==> config.mk <==
export PLATFORM = sky130hd
export DESIGN_NAME = gray_auto_level_stretch
export DESIGN_NICKNAME = d
export VERILOG_FILES = /design/src/gals_pkg.sv /design/src/gals_regs.sv /design/src/gals_front.sv /design/src/gals_fifo.sv /design/src/gals_back.sv /design/src/gray_auto_level_stretch.sv
export SDC_FILE = /design/constraint.sdc
export NUM_CORES = 1
export LEC_CHECK = 0
export BUFFER_PORTS_ARGS = -buffer_cell sky130_fd_sc_hd__clkbuf_2
export CAP_MARGIN = 0
export CORE_MARGIN = 2
export CORE_UTILIZATION = 50
export DETAILED_ROUTE_END_ITERATION = 6
export PLACE_DENSITY = 0.73
export REMOVE_ABC_BUFFERS = 1
export SYNTH_ARGS = -nofsm -noshare
export SYNTH_HDL_FRONTEND = slang
export SYNTH_SLANG_ARGS = --single-unit
==> constraint.sdc <==
create_clock -name clk -period 17.2 [get_ports clk]
set_input_delay 0.86 -clock clk [delete_from_list [all_inputs] [get_ports clk]]
set_output_delay 0.86 -clock clk [all_outputs]
set_load 0.1 [all_outputs]
==> src/gals_pkg.sv <==
// shared types, constants and helpers for the gray auto-level stretch block
package gals_pkg;

  // widths of the sample path
  localparam int MAX_SAMPLE_BITS = 32;
  localparam int SAMPLE_W        = 32;
  localparam int GRAY_BITS       = 8;
  localparam int NUM_W           = SAMPLE_W + GRAY_BITS;
  localparam int GRAY_MAX        = (1 << GRAY_BITS) - 1;
  localparam int STEP_W          = $clog2(GRAY_BITS);

  // command queue between front and back
  localparam int FIFO_DEPTH = 2;
  localparam int FIFO_AW    = $clog2(FIFO_DEPTH);

  // register port
  localparam int CFG_AW     = 3;
  localparam int CFG_DW     = 32;
  localparam int CFG_IDX_LSB = 2;

  // register indexes
  localparam logic REG_AUTO_LEVEL  = 1'b0;
  localparam logic REG_PIXEL_BYTES = 1'b1;

  // sample width codes, the reserved code reads as four bytes
  localparam logic [1:0] BYTES_1 = 2'd0;
  localparam logic [1:0] BYTES_2 = 2'd1;
  localparam logic [1:0] BYTES_4 = 2'd2;

  // pass codes of an item
  localparam logic MODE_MEASURE = 1'b0;
  localparam logic MODE_OUTPUT  = 1'b1;

  typedef struct packed {
    logic       auto_level;
    logic [1:0] bytes_code;
  } cfg_t;

  // one queued command for the back end
  typedef struct packed {
    logic                 divide;
    logic [GRAY_BITS-1:0] gray;
    logic [SAMPLE_W-1:0]  diff;
    logic [SAMPLE_W-1:0]  span;
    logic [SAMPLE_W-1:0]  min;
    logic [SAMPLE_W-1:0]  max;
    logic                 last;
  } cmd_t;

  // mask of the used sample bits for a width code
  function automatic logic [SAMPLE_W-1:0] sample_mask(input logic [1:0] code);
    logic [6:0] w;
    unique case (code)
      BYTES_1: w = 7'd8;
      BYTES_2: w = 7'd16;
      default: w = 7'd32;
    endcase
    if (w > 7'(MAX_SAMPLE_BITS)) w = 7'(MAX_SAMPLE_BITS);
    return SAMPLE_W'((33'd1 << w) - 33'd1);
  endfunction

  // right shift that brings the top byte of a sample down
  function automatic logic [4:0] top_shift(input logic [1:0] code);
    logic [4:0] s;
    unique case (code)
      BYTES_1: s = 5'd0;
      BYTES_2: s = 5'd8;
      default: s = 5'd24;
    endcase
    return s;
  endfunction

endpackage

==> src/gals_regs.sv <==
// configuration registers behind the bus port
module gals_regs (
  input  logic                        clk,
  input  logic                        rst_n,
  input  logic                        psel,
  input  logic                        penable,
  input  logic                        pwrite,
  input  logic [gals_pkg::CFG_AW-1:0] paddr,
  input  logic [gals_pkg::CFG_DW-1:0] pwdata,
  output logic [gals_pkg::CFG_DW-1:0] prdata,
  output logic                        pready,
  output gals_pkg::cfg_t              cfg
);

  logic       auto_level_r;
  logic [1:0] bytes_code_r;
  logic       wr_en;
  logic       reg_idx;

  assign pready  = 1'b1;
  assign wr_en   = psel & penable & pwrite;
  assign reg_idx = paddr[gals_pkg::CFG_IDX_LSB];

  // register writes
  always_ff @(posedge clk) begin
    if (!rst_n) begin
      auto_level_r <= 1'b0;
      bytes_code_r <= gals_pkg::BYTES_1;
    end else if (wr_en) begin
      unique case (reg_idx)
        gals_pkg::REG_AUTO_LEVEL:  auto_level_r <= pwdata[0];
        gals_pkg::REG_PIXEL_BYTES: bytes_code_r <= pwdata[1:0];
        default: ;
      endcase
    end
  end

  // read back
  always_comb begin
    unique case (reg_idx)
      gals_pkg::REG_AUTO_LEVEL:  prdata = gals_pkg::CFG_DW'(auto_level_r);
      gals_pkg::REG_PIXEL_BYTES: prdata = gals_pkg::CFG_DW'(bytes_code_r);
      default:                   prdata = '0;
    endcase
  end

  assign cfg.auto_level = auto_level_r;
  assign cfg.bytes_code = bytes_code_r;

endmodule

==> src/gals_front.sv <==
// front end: takes items, tracks min and max, classifies each output item
module gals_front (
  input  logic                          clk,
  input  logic                          rst_n,
  input  gals_pkg::cfg_t                cfg,
  input  logic                          in_push,
  input  logic [gals_pkg::SAMPLE_W-1:0] in_pixel_value,
  input  logic                          in_mode,
  input  logic                          in_frame_first,
  input  logic                          in_frame_last,
  input  logic                          fifo_full,
  output logic                          in_full,
  output logic                          cmd_push,
  output gals_pkg::cmd_t                cmd
);

  logic [gals_pkg::SAMPLE_W-1:0] running_min_r, running_min_nxt;
  logic [gals_pkg::SAMPLE_W-1:0] running_max_r, running_max_nxt;
  logic [gals_pkg::SAMPLE_W-1:0] p;
  logic [gals_pkg::SAMPLE_W-1:0] q;
  logic [gals_pkg::SAMPLE_W-1:0] shifted;
  logic                          accept;
  logic                          mapping;
  logic                          flat;

  assign in_full = fifo_full;
  assign accept  = in_push & ~fifo_full;
  assign p       = in_pixel_value & gals_pkg::sample_mask(cfg.bytes_code);
  assign mapping = (in_mode == gals_pkg::MODE_OUTPUT) & cfg.auto_level;

  // min and max update for every pass that measures
  always_comb begin
    running_min_nxt = running_min_r;
    running_max_nxt = running_max_r;
    if (!mapping) begin
      if (in_frame_first) begin
        running_min_nxt = p;
        running_max_nxt = p;
      end else begin
        if (p < running_min_r) running_min_nxt = p;
        if (p > running_max_r) running_max_nxt = p;
      end
    end
  end

  always_ff @(posedge clk) begin
    if (!rst_n) begin
      running_min_r <= '1;
      running_max_r <= '0;
    end else if (accept) begin
      running_min_r <= running_min_nxt;
      running_max_r <= running_max_nxt;
    end
  end

  // saturate the sample into the measured range for the map pass
  always_comb begin
    q = p;
    if (q < running_min_r) q = running_min_r;
    if (q > running_max_r) q = running_max_r;
  end

  assign flat    = ~(running_min_r < running_max_r);
  assign shifted = p >> gals_pkg::top_shift(cfg.bytes_code);

  // command to the back end
  always_comb begin
    cmd.divide = mapping & ~flat;
    cmd.gray   = mapping ? '0 : shifted[gals_pkg::GRAY_BITS-1:0];
    cmd.diff   = q - running_min_r;
    cmd.span   = running_max_r - running_min_r;
    cmd.min    = running_min_nxt;
    cmd.max    = running_max_nxt;
    cmd.last   = in_frame_last;
  end

  assign cmd_push = accept & (in_mode == gals_pkg::MODE_OUTPUT);

endmodule

==> src/gals_fifo.sv <==
// short command queue between front and back end
module gals_fifo (
  input  logic           clk,
  input  logic           rst_n,
  input  logic           push,
  input  gals_pkg::cmd_t push_cmd,
  output logic           full,
  input  logic           pop,
  output gals_pkg::cmd_t pop_cmd,
  output logic           empty
);

  localparam int AW = gals_pkg::FIFO_AW;
  localparam int DEPTH = gals_pkg::FIFO_DEPTH;

  gals_pkg::cmd_t entry_r [DEPTH];
  logic [AW-1:0] wr_ptr_r;
  logic [AW-1:0] rd_ptr_r;
  logic [AW:0]   count_r;
  logic          do_push;
  logic          do_pop;

  assign full    = (count_r == (AW+1)'(DEPTH));
  assign empty   = (count_r == '0);
  assign do_push = push & ~full;
  assign do_pop  = pop & ~empty;
  assign pop_cmd = entry_r[rd_ptr_r];

  // entry storage
  always_ff @(posedge clk) begin
    if (do_push) entry_r[wr_ptr_r] <= push_cmd;
  end

  // pointers and fill count
  always_ff @(posedge clk) begin
    if (!rst_n) begin
      wr_ptr_r <= '0;
      rd_ptr_r <= '0;
      count_r  <= '0;
    end else begin
      if (do_push) wr_ptr_r <= (wr_ptr_r == AW'(DEPTH-1)) ? '0 : wr_ptr_r + 1'b1;
      if (do_pop)  rd_ptr_r <= (rd_ptr_r == AW'(DEPTH-1)) ? '0 : rd_ptr_r + 1'b1;
      unique case ({do_push, do_pop})
        2'b10:   count_r <= count_r + 1'b1;
        2'b01:   count_r <= count_r - 1'b1;
        default: count_r <= count_r;
      endcase
    end
  end

endmodule

==> src/gals_back.sv <==
// back end: restoring divider for the stretch and the result register
module gals_back (
  input  logic                           clk,
  input  logic                           rst_n,
  input  gals_pkg::cmd_t                 cmd,
  input  logic                           cmd_valid,
  output logic                           cmd_pop,
  output logic                           busy,
  output logic                           out_empty,
  input  logic                           out_pop,
  output logic [gals_pkg::GRAY_BITS-1:0] out_gray_out,
  output logic [gals_pkg::SAMPLE_W-1:0]  out_frame_min,
  output logic [gals_pkg::SAMPLE_W-1:0]  out_frame_max,
  output logic                           out_last_out
);

  localparam int NW = gals_pkg::NUM_W;
  localparam int GB = gals_pkg::GRAY_BITS;
  localparam int SW = gals_pkg::STEP_W;

  typedef enum logic {ST_IDLE, ST_DIV} state_t;

  state_t          state_r;
  logic            out_valid_r;
  logic [GB-1:0]   gray_r;
  logic [gals_pkg::SAMPLE_W-1:0] min_r;
  logic [gals_pkg::SAMPLE_W-1:0] max_r;
  logic            last_r;
  logic [NW-1:0]   rem_r;
  logic [NW-1:0]   dsr_r;
  logic [GB-1:0]   quot_r;
  logic [SW-1:0]   cnt_r;
  logic            slot_free;
  logic            ge;
  logic [GB-1:0]   quot_nxt;

  assign slot_free = ~out_valid_r | out_pop;
  assign cmd_pop   = (state_r == ST_IDLE) & cmd_valid & slot_free;
  assign busy      = (state_r == ST_DIV);

  // one quotient bit per step
  assign ge       = (rem_r >= dsr_r);
  assign quot_nxt = {quot_r[GB-2:0], ge};

  // sequencer, divider and result register
  always_ff @(posedge clk) begin
    if (!rst_n) begin
      state_r     <= ST_IDLE;
      out_valid_r <= 1'b0;
      cnt_r       <= '0;
    end else begin
      if (out_pop) out_valid_r <= 1'b0;
      unique case (state_r)
        ST_IDLE: begin
          if (cmd_pop) begin
            min_r  <= cmd.min;
            max_r  <= cmd.max;
            last_r <= cmd.last;
            if (cmd.divide) begin
              rem_r   <= NW'(cmd.diff) * NW'(gals_pkg::GRAY_MAX);
              dsr_r   <= NW'(cmd.span) << (GB - 1);
              quot_r  <= '0;
              cnt_r   <= '0;
              state_r <= ST_DIV;
            end else begin
              gray_r      <= cmd.gray;
              out_valid_r <= 1'b1;
            end
          end
        end
        ST_DIV: begin
          if (ge) rem_r <= rem_r - dsr_r;
          dsr_r  <= dsr_r >> 1;
          quot_r <= quot_nxt;
          cnt_r  <= cnt_r + 1'b1;
          if (cnt_r == SW'(GB - 1)) begin
            gray_r      <= quot_nxt;
            out_valid_r <= 1'b1;
            state_r     <= ST_IDLE;
          end
        end
        default: state_r <= ST_IDLE;
      endcase
    end
  end

  assign out_empty     = ~out_valid_r;
  assign out_gray_out  = gray_r;
  assign out_frame_min = min_r;
  assign out_frame_max = max_r;
  assign out_last_out  = last_r;

endmodule

==> src/gray_auto_level_stretch.sv <==
// top level of the gray auto-level stretch block
//
// Converts raw gray samples of 1, 2 or 4 bytes to 8-bit gray. Items enter on
// a queue-style port (in_push / in_full) and results leave on another
// (out_empty / out_pop); the oldest result sits on the out_ ports while
// out_empty is low. Registers auto_level (byte 0) and pixel_bytes_code
// (byte 4) are to be written by the user over the bus port only while the
// block is idle; the block does not enforce this. Measure-pass items (mode 0)
// update min and max and give no result. The front end handles one item per
// cycle while its two-entry command queue is not full. A plain result
// passes through that queue and the result register; a stretched result
// also runs through the 8-step restoring divider, during which the back end
// takes no new command. Other items sustain one per cycle while results are
// popped. When out_pop stays low the result register and queue fill, then
// in_full rises and input items wait. Reset clears the registers, the queue
// and the result register; running min becomes all ones and running max zero.
module gray_auto_level_stretch (
  input  logic                           clk,
  input  logic                           rst_n,
  input  logic                           psel,
  input  logic                           penable,
  input  logic                           pwrite,
  input  logic [gals_pkg::CFG_AW-1:0]    paddr,
  input  logic [gals_pkg::CFG_DW-1:0]    pwdata,
  output logic [gals_pkg::CFG_DW-1:0]    prdata,
  output logic                           pready,
  input  logic                           in_push,
  output logic                           in_full,
  input  logic [gals_pkg::SAMPLE_W-1:0]  in_pixel_value,
  input  logic                           in_mode,
  input  logic                           in_frame_first,
  input  logic                           in_frame_last,
  output logic                           out_empty,
  input  logic                           out_pop,
  output logic [gals_pkg::GRAY_BITS-1:0] out_gray_out,
  output logic [gals_pkg::SAMPLE_W-1:0]  out_frame_min,
  output logic [gals_pkg::SAMPLE_W-1:0]  out_frame_max,
  output logic                           out_last_out
);

  gals_pkg::cfg_t cfg;
  gals_pkg::cmd_t push_cmd;
  gals_pkg::cmd_t pop_cmd;
  logic           fifo_push;
  logic           fifo_full;
  logic           fifo_pop;
  logic           fifo_empty;
  logic           back_busy;

  // register port
  gals_regs u_regs (
    .clk     (clk),
    .rst_n   (rst_n),
    .psel    (psel),
    .penable (penable),
    .pwrite  (pwrite),
    .paddr   (paddr),
    .pwdata  (pwdata),
    .prdata  (prdata),
    .pready  (pready),
    .cfg     (cfg)
  );

  // front end
  gals_front u_front (
    .clk            (clk),
    .rst_n          (rst_n),
    .cfg            (cfg),
    .in_push        (in_push),
    .in_pixel_value (in_pixel_value),
    .in_mode        (in_mode),
    .in_frame_first (in_frame_first),
    .in_frame_last  (in_frame_last),
    .fifo_full      (fifo_full),
    .in_full        (in_full),
    .cmd_push       (fifo_push),
    .cmd            (push_cmd)
  );

  // command queue
  gals_fifo u_fifo (
    .clk      (clk),
    .rst_n    (rst_n),
    .push     (fifo_push),
    .push_cmd (push_cmd),
    .full     (fifo_full),
    .pop      (fifo_pop),
    .pop_cmd  (pop_cmd),
    .empty    (fifo_empty)
  );

  // back end
  gals_back u_back (
    .clk           (clk),
    .rst_n         (rst_n),
    .cmd           (pop_cmd),
    .cmd_valid     (~fifo_empty),
    .cmd_pop       (fifo_pop),
    .busy          (back_busy),
    .out_empty     (out_empty),
    .out_pop       (out_pop),
    .out_gray_out  (out_gray_out),
    .out_frame_min (out_frame_min),
    .out_frame_max (out_frame_max),
    .out_last_out  (out_last_out)
  );

  // checks
  a_no_push_full: assert property (@(posedge clk) disable iff (!rst_n)
    fifo_push |-> !fifo_full) else $error("command pushed into a full queue");

  a_no_pop_empty: assert property (@(posedge clk) disable iff (!rst_n)
    fifo_pop |-> !fifo_empty) else $error("command popped from an empty queue");

  a_div_slot_free: assert property (@(posedge clk) disable iff (!rst_n)
    back_busy |-> out_empty) else $error("divider running while result waits");

  a_div_length: assert property (@(posedge clk) disable iff (!rst_n)
    $rose(back_busy) |-> ##8 !back_busy) else $error("divider length wrong");

endmodule
## Yosys cells after proc, flatten, opt, wreduce, memory -nomap -nowiden

Memory sizes are Yosys's and may differ from the RTL's. A register that Yosys moved wholly into a read port is not among the register bits.
Index checks and enable logic that the tools add are counted.

- Register bits after elaboration: 236
- RAM bits: 276
- Input port bits: 77
- Output and inout port bits: 108
- Logic and storage cells: 119
- Memories: 1

Memory list:

| memory | depth | width | rd ports | clocked after memory_dff | write ports | RTL line | RTL |
|---|---|---|---|---|---|---|---|
| u_fifo.entry_r | 2 | 138 | 1 | 1 | 1 | gals_fifo.sv:16 | `gals_pkg::cmd_t entry_r [DEPTH];` |

- $add $sub $neg: 9
- $mul: 1
- $lt $le $gt $ge: 6
- Eq/ne operators: 10
- Shift operators: 2
- Multiplexer cells: 46
- Bitwise operators: 17
- Reduce and logical (&&, ||, !) cells: 10

Operators by type and width:

| operator | count |
|---|---|
| $mux 32 | 8 |
| $mux 40 | 5 |
| $pmux 40 s2 | 2 |
| $gt 32x32->1 | 2 |
| $lt 32x32->1 | 2 |
| $pmux 32 s2 | 1 |
| $sub 32x32->32 | 2 |
| $ge 40x40->1 | 1 |
| $mul 32x8->40 const B | 1 |
| $sub 40x40->40 | 1 |
| $and 32x32->32 | 1 |
| $mux 8 | 4 |
| $shl 1x7->32 const A | 1 |
| $shr 32x5->8 | 1 |
| $sub 32x1->32 const B | 1 |
| $mux 7 | 3 |
| $pmux 8 s2 | 1 |
| $pmux 7 s2 | 1 |
| $mux 1 | 13 |
| $pmux 6 s2 | 1 |
| $and 1x1->1 | 10 |
| $ne 2x2->1 const B | 5 |
| $pmux 5 s2 | 1 |
| $reduce_and 4->1 | 2 |
| other kinds (18) | 31 |

## Logic depth before layout (Yosys ltp)

- Word-level depth: 12
- Gate-level depth with buffers: 41
- Depth with buffers taken out: 36

## Hierarchy

Synthesis repeated with hierarchy kept, for this count alone.

- Cells, all modules: 3171
- Area, all modules: 34638.2 um^2

By module, submodules not included:

| module | times used | cells each | area each (um^2) | seq. area each (um^2) |
|---|---|---|---|---|
| gals_back | 1 | 1393 | 14522.7 | 4874.7 |
| gals_fifo | 1 | 455 | 10158.5 | 8388.0 |
| gals_front | 1 | 1273 | 9562.9 | 1281.2 |
| gals_regs | 1 | 49 | 390.4 | 60.1 |
| gray_auto_level_stretch | 1 | 1 | 3.8 | 0.0 |

## Least setup slack after synthesis

Ideal clock, no wire load.

- Kind: reg-to-reg
- Start: register u_regs.bytes_code_r[0]
- End: memory u_fifo.entry_r[0][120] (netlist name), data pin
- Library setup time: 264 ps
- Data arrival time: 8279 ps
- Required time: 16936 ps
- Setup slack: 8657 ps
- Stages on the path, launching flop included: 39
- Buffers on the path: 5
- Period minus slack after synthesis: 8543 ps
- Cells stage by stage: dfxtp_1 > nor2_1 > inv_1 > clkbuf_1 > buf_1 > ha_1 > nand2b_1 > inv_1 > ha_1 > and4_1 > o211a_1 > nand4_1 > nor3_1 > a21oi_1 > o311ai_1 > clkbuf_1 > clkbuf_1 > o21ai_1 > [3 not listed] > o21ai_1 > a21o_1 > a221o_1 > a21oi_1 > a31oi_1 > clkbuf_1 > a21oi_1 > ha_1 > nor2b_1 > o21a_1 > a311oi_1 > a211oi_1 > or2_1 > a21o_1 > nor2b_1 > or3_1 > a21oi_1 > xnor2_1

RTL lines:

| element | RTL line | RTL |
|---|---|---|
| start, declared | gals_regs.sv:16 | `logic [1:0] bytes_code_r;` |
| start signal, assigned | gals_regs.sv:28 | `bytes_code_r <= gals_pkg::BYTES_1;` |
| start signal, assigned | gals_regs.sv:32 | `gals_pkg::REG_PIXEL_BYTES: bytes_code_r <= pwdata[1:0];` |
| end, declared | gals_fifo.sv:16 |  |

==> metrics <==
reg2reg start u_regs.bytes_code_r[0]; CTS Buffer Depth 3; area of the die roughly 69000 µm²; design area roughly 36000 µm²; Rows 94; RD Place Congestion 0.953; CP max stage delay just under 0.9 ns; first-pass GRT wire length between 100000 and 150000 µm; Post-CTS Setup Bufs 0; CTS sink count slightly above 500; fillers 5534; pin count of the biggest net entering global routing about 110; Die Y about 260 µm; multi-input logic area 17000 µm²; sequential fraction of the synthesis area 0.440; slew margin rel. 0.326; Die Width around 260 µm; Critical Path RT approximately 18 ns; FMAX 93.0 MHz; Mapped Area 33200 µm²; CTS Hold Bufs 0; outcome finished clean; Tmin final approximately 11 ns; vias in the first global route 21683; vias per std cell 5.54; DRC Markers 0; Total Nets Final about 3600; Worst Hold End u_fifo.entry_r[1][0]; GRT Resource Usage Total 0.213; register area 14600 µm²; met3 wire length roughly 3400 µm; FF-to-FF setup slack between 6 and 7 ns; Core ar. between 60000 and 70000 µm²; Worst Path Max Fanout 65; Final ANT Viol Nets 0; port buffer count 121; IO Pins 185; commonest cells after routing, fill and taps aside edfxtp_1, inv_1, ha_1; Setup-failing EPs final 0; number of enable flip-flop cells after synthesis between 400 and 500; # resized after CTS 0; crit path capture type register; Synth cell types 77; wire per inst about 18 µm; ys async rst share 0; most common library cell in the layout ignoring fill and taps edfxtp_1; max cap viols 0; Hold Path Class input port to register; clock buffer count from CTS 52; Final TNS setup 0 ns; final hold violation count 0; clk root buf clkbuf_16; TritonCTS clock tree yes; final wirelength approximately 73000 µm; YS warnings 0; Worst Max-Slew Pin Slew 1.00 ns; Main synth FF type edfxtp_1; worst skew pair latency approximately 0.61 ns; layout cells sized above 1 0.104; Fin Clk Skew between 0.02 and 0.025 ns; starting density of the core 0.505; crit path max-delay cell type nor4_1; H-tree levels 2; Routed met2 length roughly 33000 µm; antenna violations before repair 0; crit path buf inv count 4; top layer in use met4; Crit path arrival time ~11 ns; family with the most delay on the worst path compound AO/OA/AOI/OAI gates; Worst-path clk slew roughly 0.060 ns; placed cell area between 30000 and 40000 µm²; Cell Count, Final, Fillers Out between 4000 and 5000; Metal-1 WL approximately 34000 µm; Crit Path Category register to register; # diodes 0; FF+latch count, synth between 500 and 600; reg2reg path depth 32; Slew Viols, Final 0; Mapped Avg Cell Area between 10 and 15 µm²; grt total ovfl 0; Via Count approximately 22000; placed cell count 3909; synth-to-layout area growth 9.25%; Worst Setup Start Kind register; post-synthesis instance total around 3000; worst r2r dst u_fifo.entry_r[0][127]; Initial DRT Pass Iterations 5; Tcrit/Tclk final 0.625; HP Start in_frame_last; Min-Delay Path Depth 1; initial DRC count 1602; RSZ-0062 raised after global routing false; detailed placement HPWL 54900 µm
## through the flow
stage               setup slack (ns)   util  hold WS [ns]
finish                          6.44  0.552         0.460
global route                    5.90  0.552         0.446
CTS                             6.49  0.552         0.434
detailed placement              6.56  0.527         0.494
global placement                6.65  0.527         0.488
floorplan                       3.79      -         0.463
## cell type report
type | count | area share
repair buffers | 140 | 0.0206
clock buffers | 61 | 0.0368
flip-flops and latches | 512 | 0.403
clock inverters | 34 | 0.00793
multi-input cells | 2079 | 0.470
inverters | 314 | 0.0325
well taps | 864 | 0.0298
## layer usage
metal | vias up | GRT usage
met3 | 124 | 0.0240
met4 | 0 | 0.0721
li1 | 10840 | -
met5 | - | 0
met2 | 556 | 0.340
met1 | 10672 | 0.302
## sequential cells by signal, summed over array words and instances, names as in the netlist, 8 cells and up, named ones only
register / cells
u_fifo.entry_r: 276
u_back.rem_r: 40
u_back.dsr_r: 39
u_back.out_frame_max: 32
u_back.out_frame_min: 32
u_front.running_max_r: 32
u_front.running_min_r: 32
u_back.out_gray_out: 8
## worst max-delay path by stage
stage | startpoint | to | slack, ns | cells after the start
floorplan | u_regs.bytes_code_r[0] | u_fifo.entry_r[0][120] | 3.79 | 33
global placement | u_regs.bytes_code_r[0] | u_fifo.entry_r[0][127] | 6.65 | 32
detailed placement | u_regs.bytes_code_r[0] | u_fifo.entry_r[1][127] | 6.56 | 32
CTS | u_regs.bytes_code_r[0] | u_fifo.entry_r[0][127] | 6.49 | 32
global route | u_regs.bytes_code_r[0] | u_fifo.entry_r[1][127] | 5.90 | 33
finish | u_regs.bytes_code_r[0] | u_fifo.entry_r[0][127] | 6.44 | 32
## cell usage after synthesis (all sizes together), types with 56 or more instances
master / instances / area share
a21o: 85 / 0.019
fa: 153 / 0.092
edfxtp: 435 / 0.39
mux2i: 137 / 0.041
ha: 257 / 0.097
buf: 56 / 0.010
nor2: 158 / 0.018
a21oi: 186 / 0.028
mux2: 88 / 0.030
dfxtp: 77 / 0.046
xnor2: 75 / 0.020
nand2: 217 / 0.025
o21ai: 184 / 0.028
clkbuf: 63 / 0.0071
inv: 314 / 0.035
## cells by family (layout without fill, tap and decap cells)
logic type / Yosys count / after routing / share of synthesized area
other: 2 / 31 / 0.000226
XOR/XNOR: 122 / 122 / 0.0322
flip-flops: 512 / 512 / 0.440
multiplexers: 225 / 225 / 0.0711
AND/OR/NAND/NOR: 608 / 608 / 0.0846
buffers and inverters: 433 / 549 / 0.0527
AO/OA/AOI/OAI: 682 / 682 / 0.130
adder cells (fa/ha/maj): 411 / 411 / 0.189
Power is not shown: default switching activity piles up to over one toggle a cycle in this logic, so the estimate is an artifact.
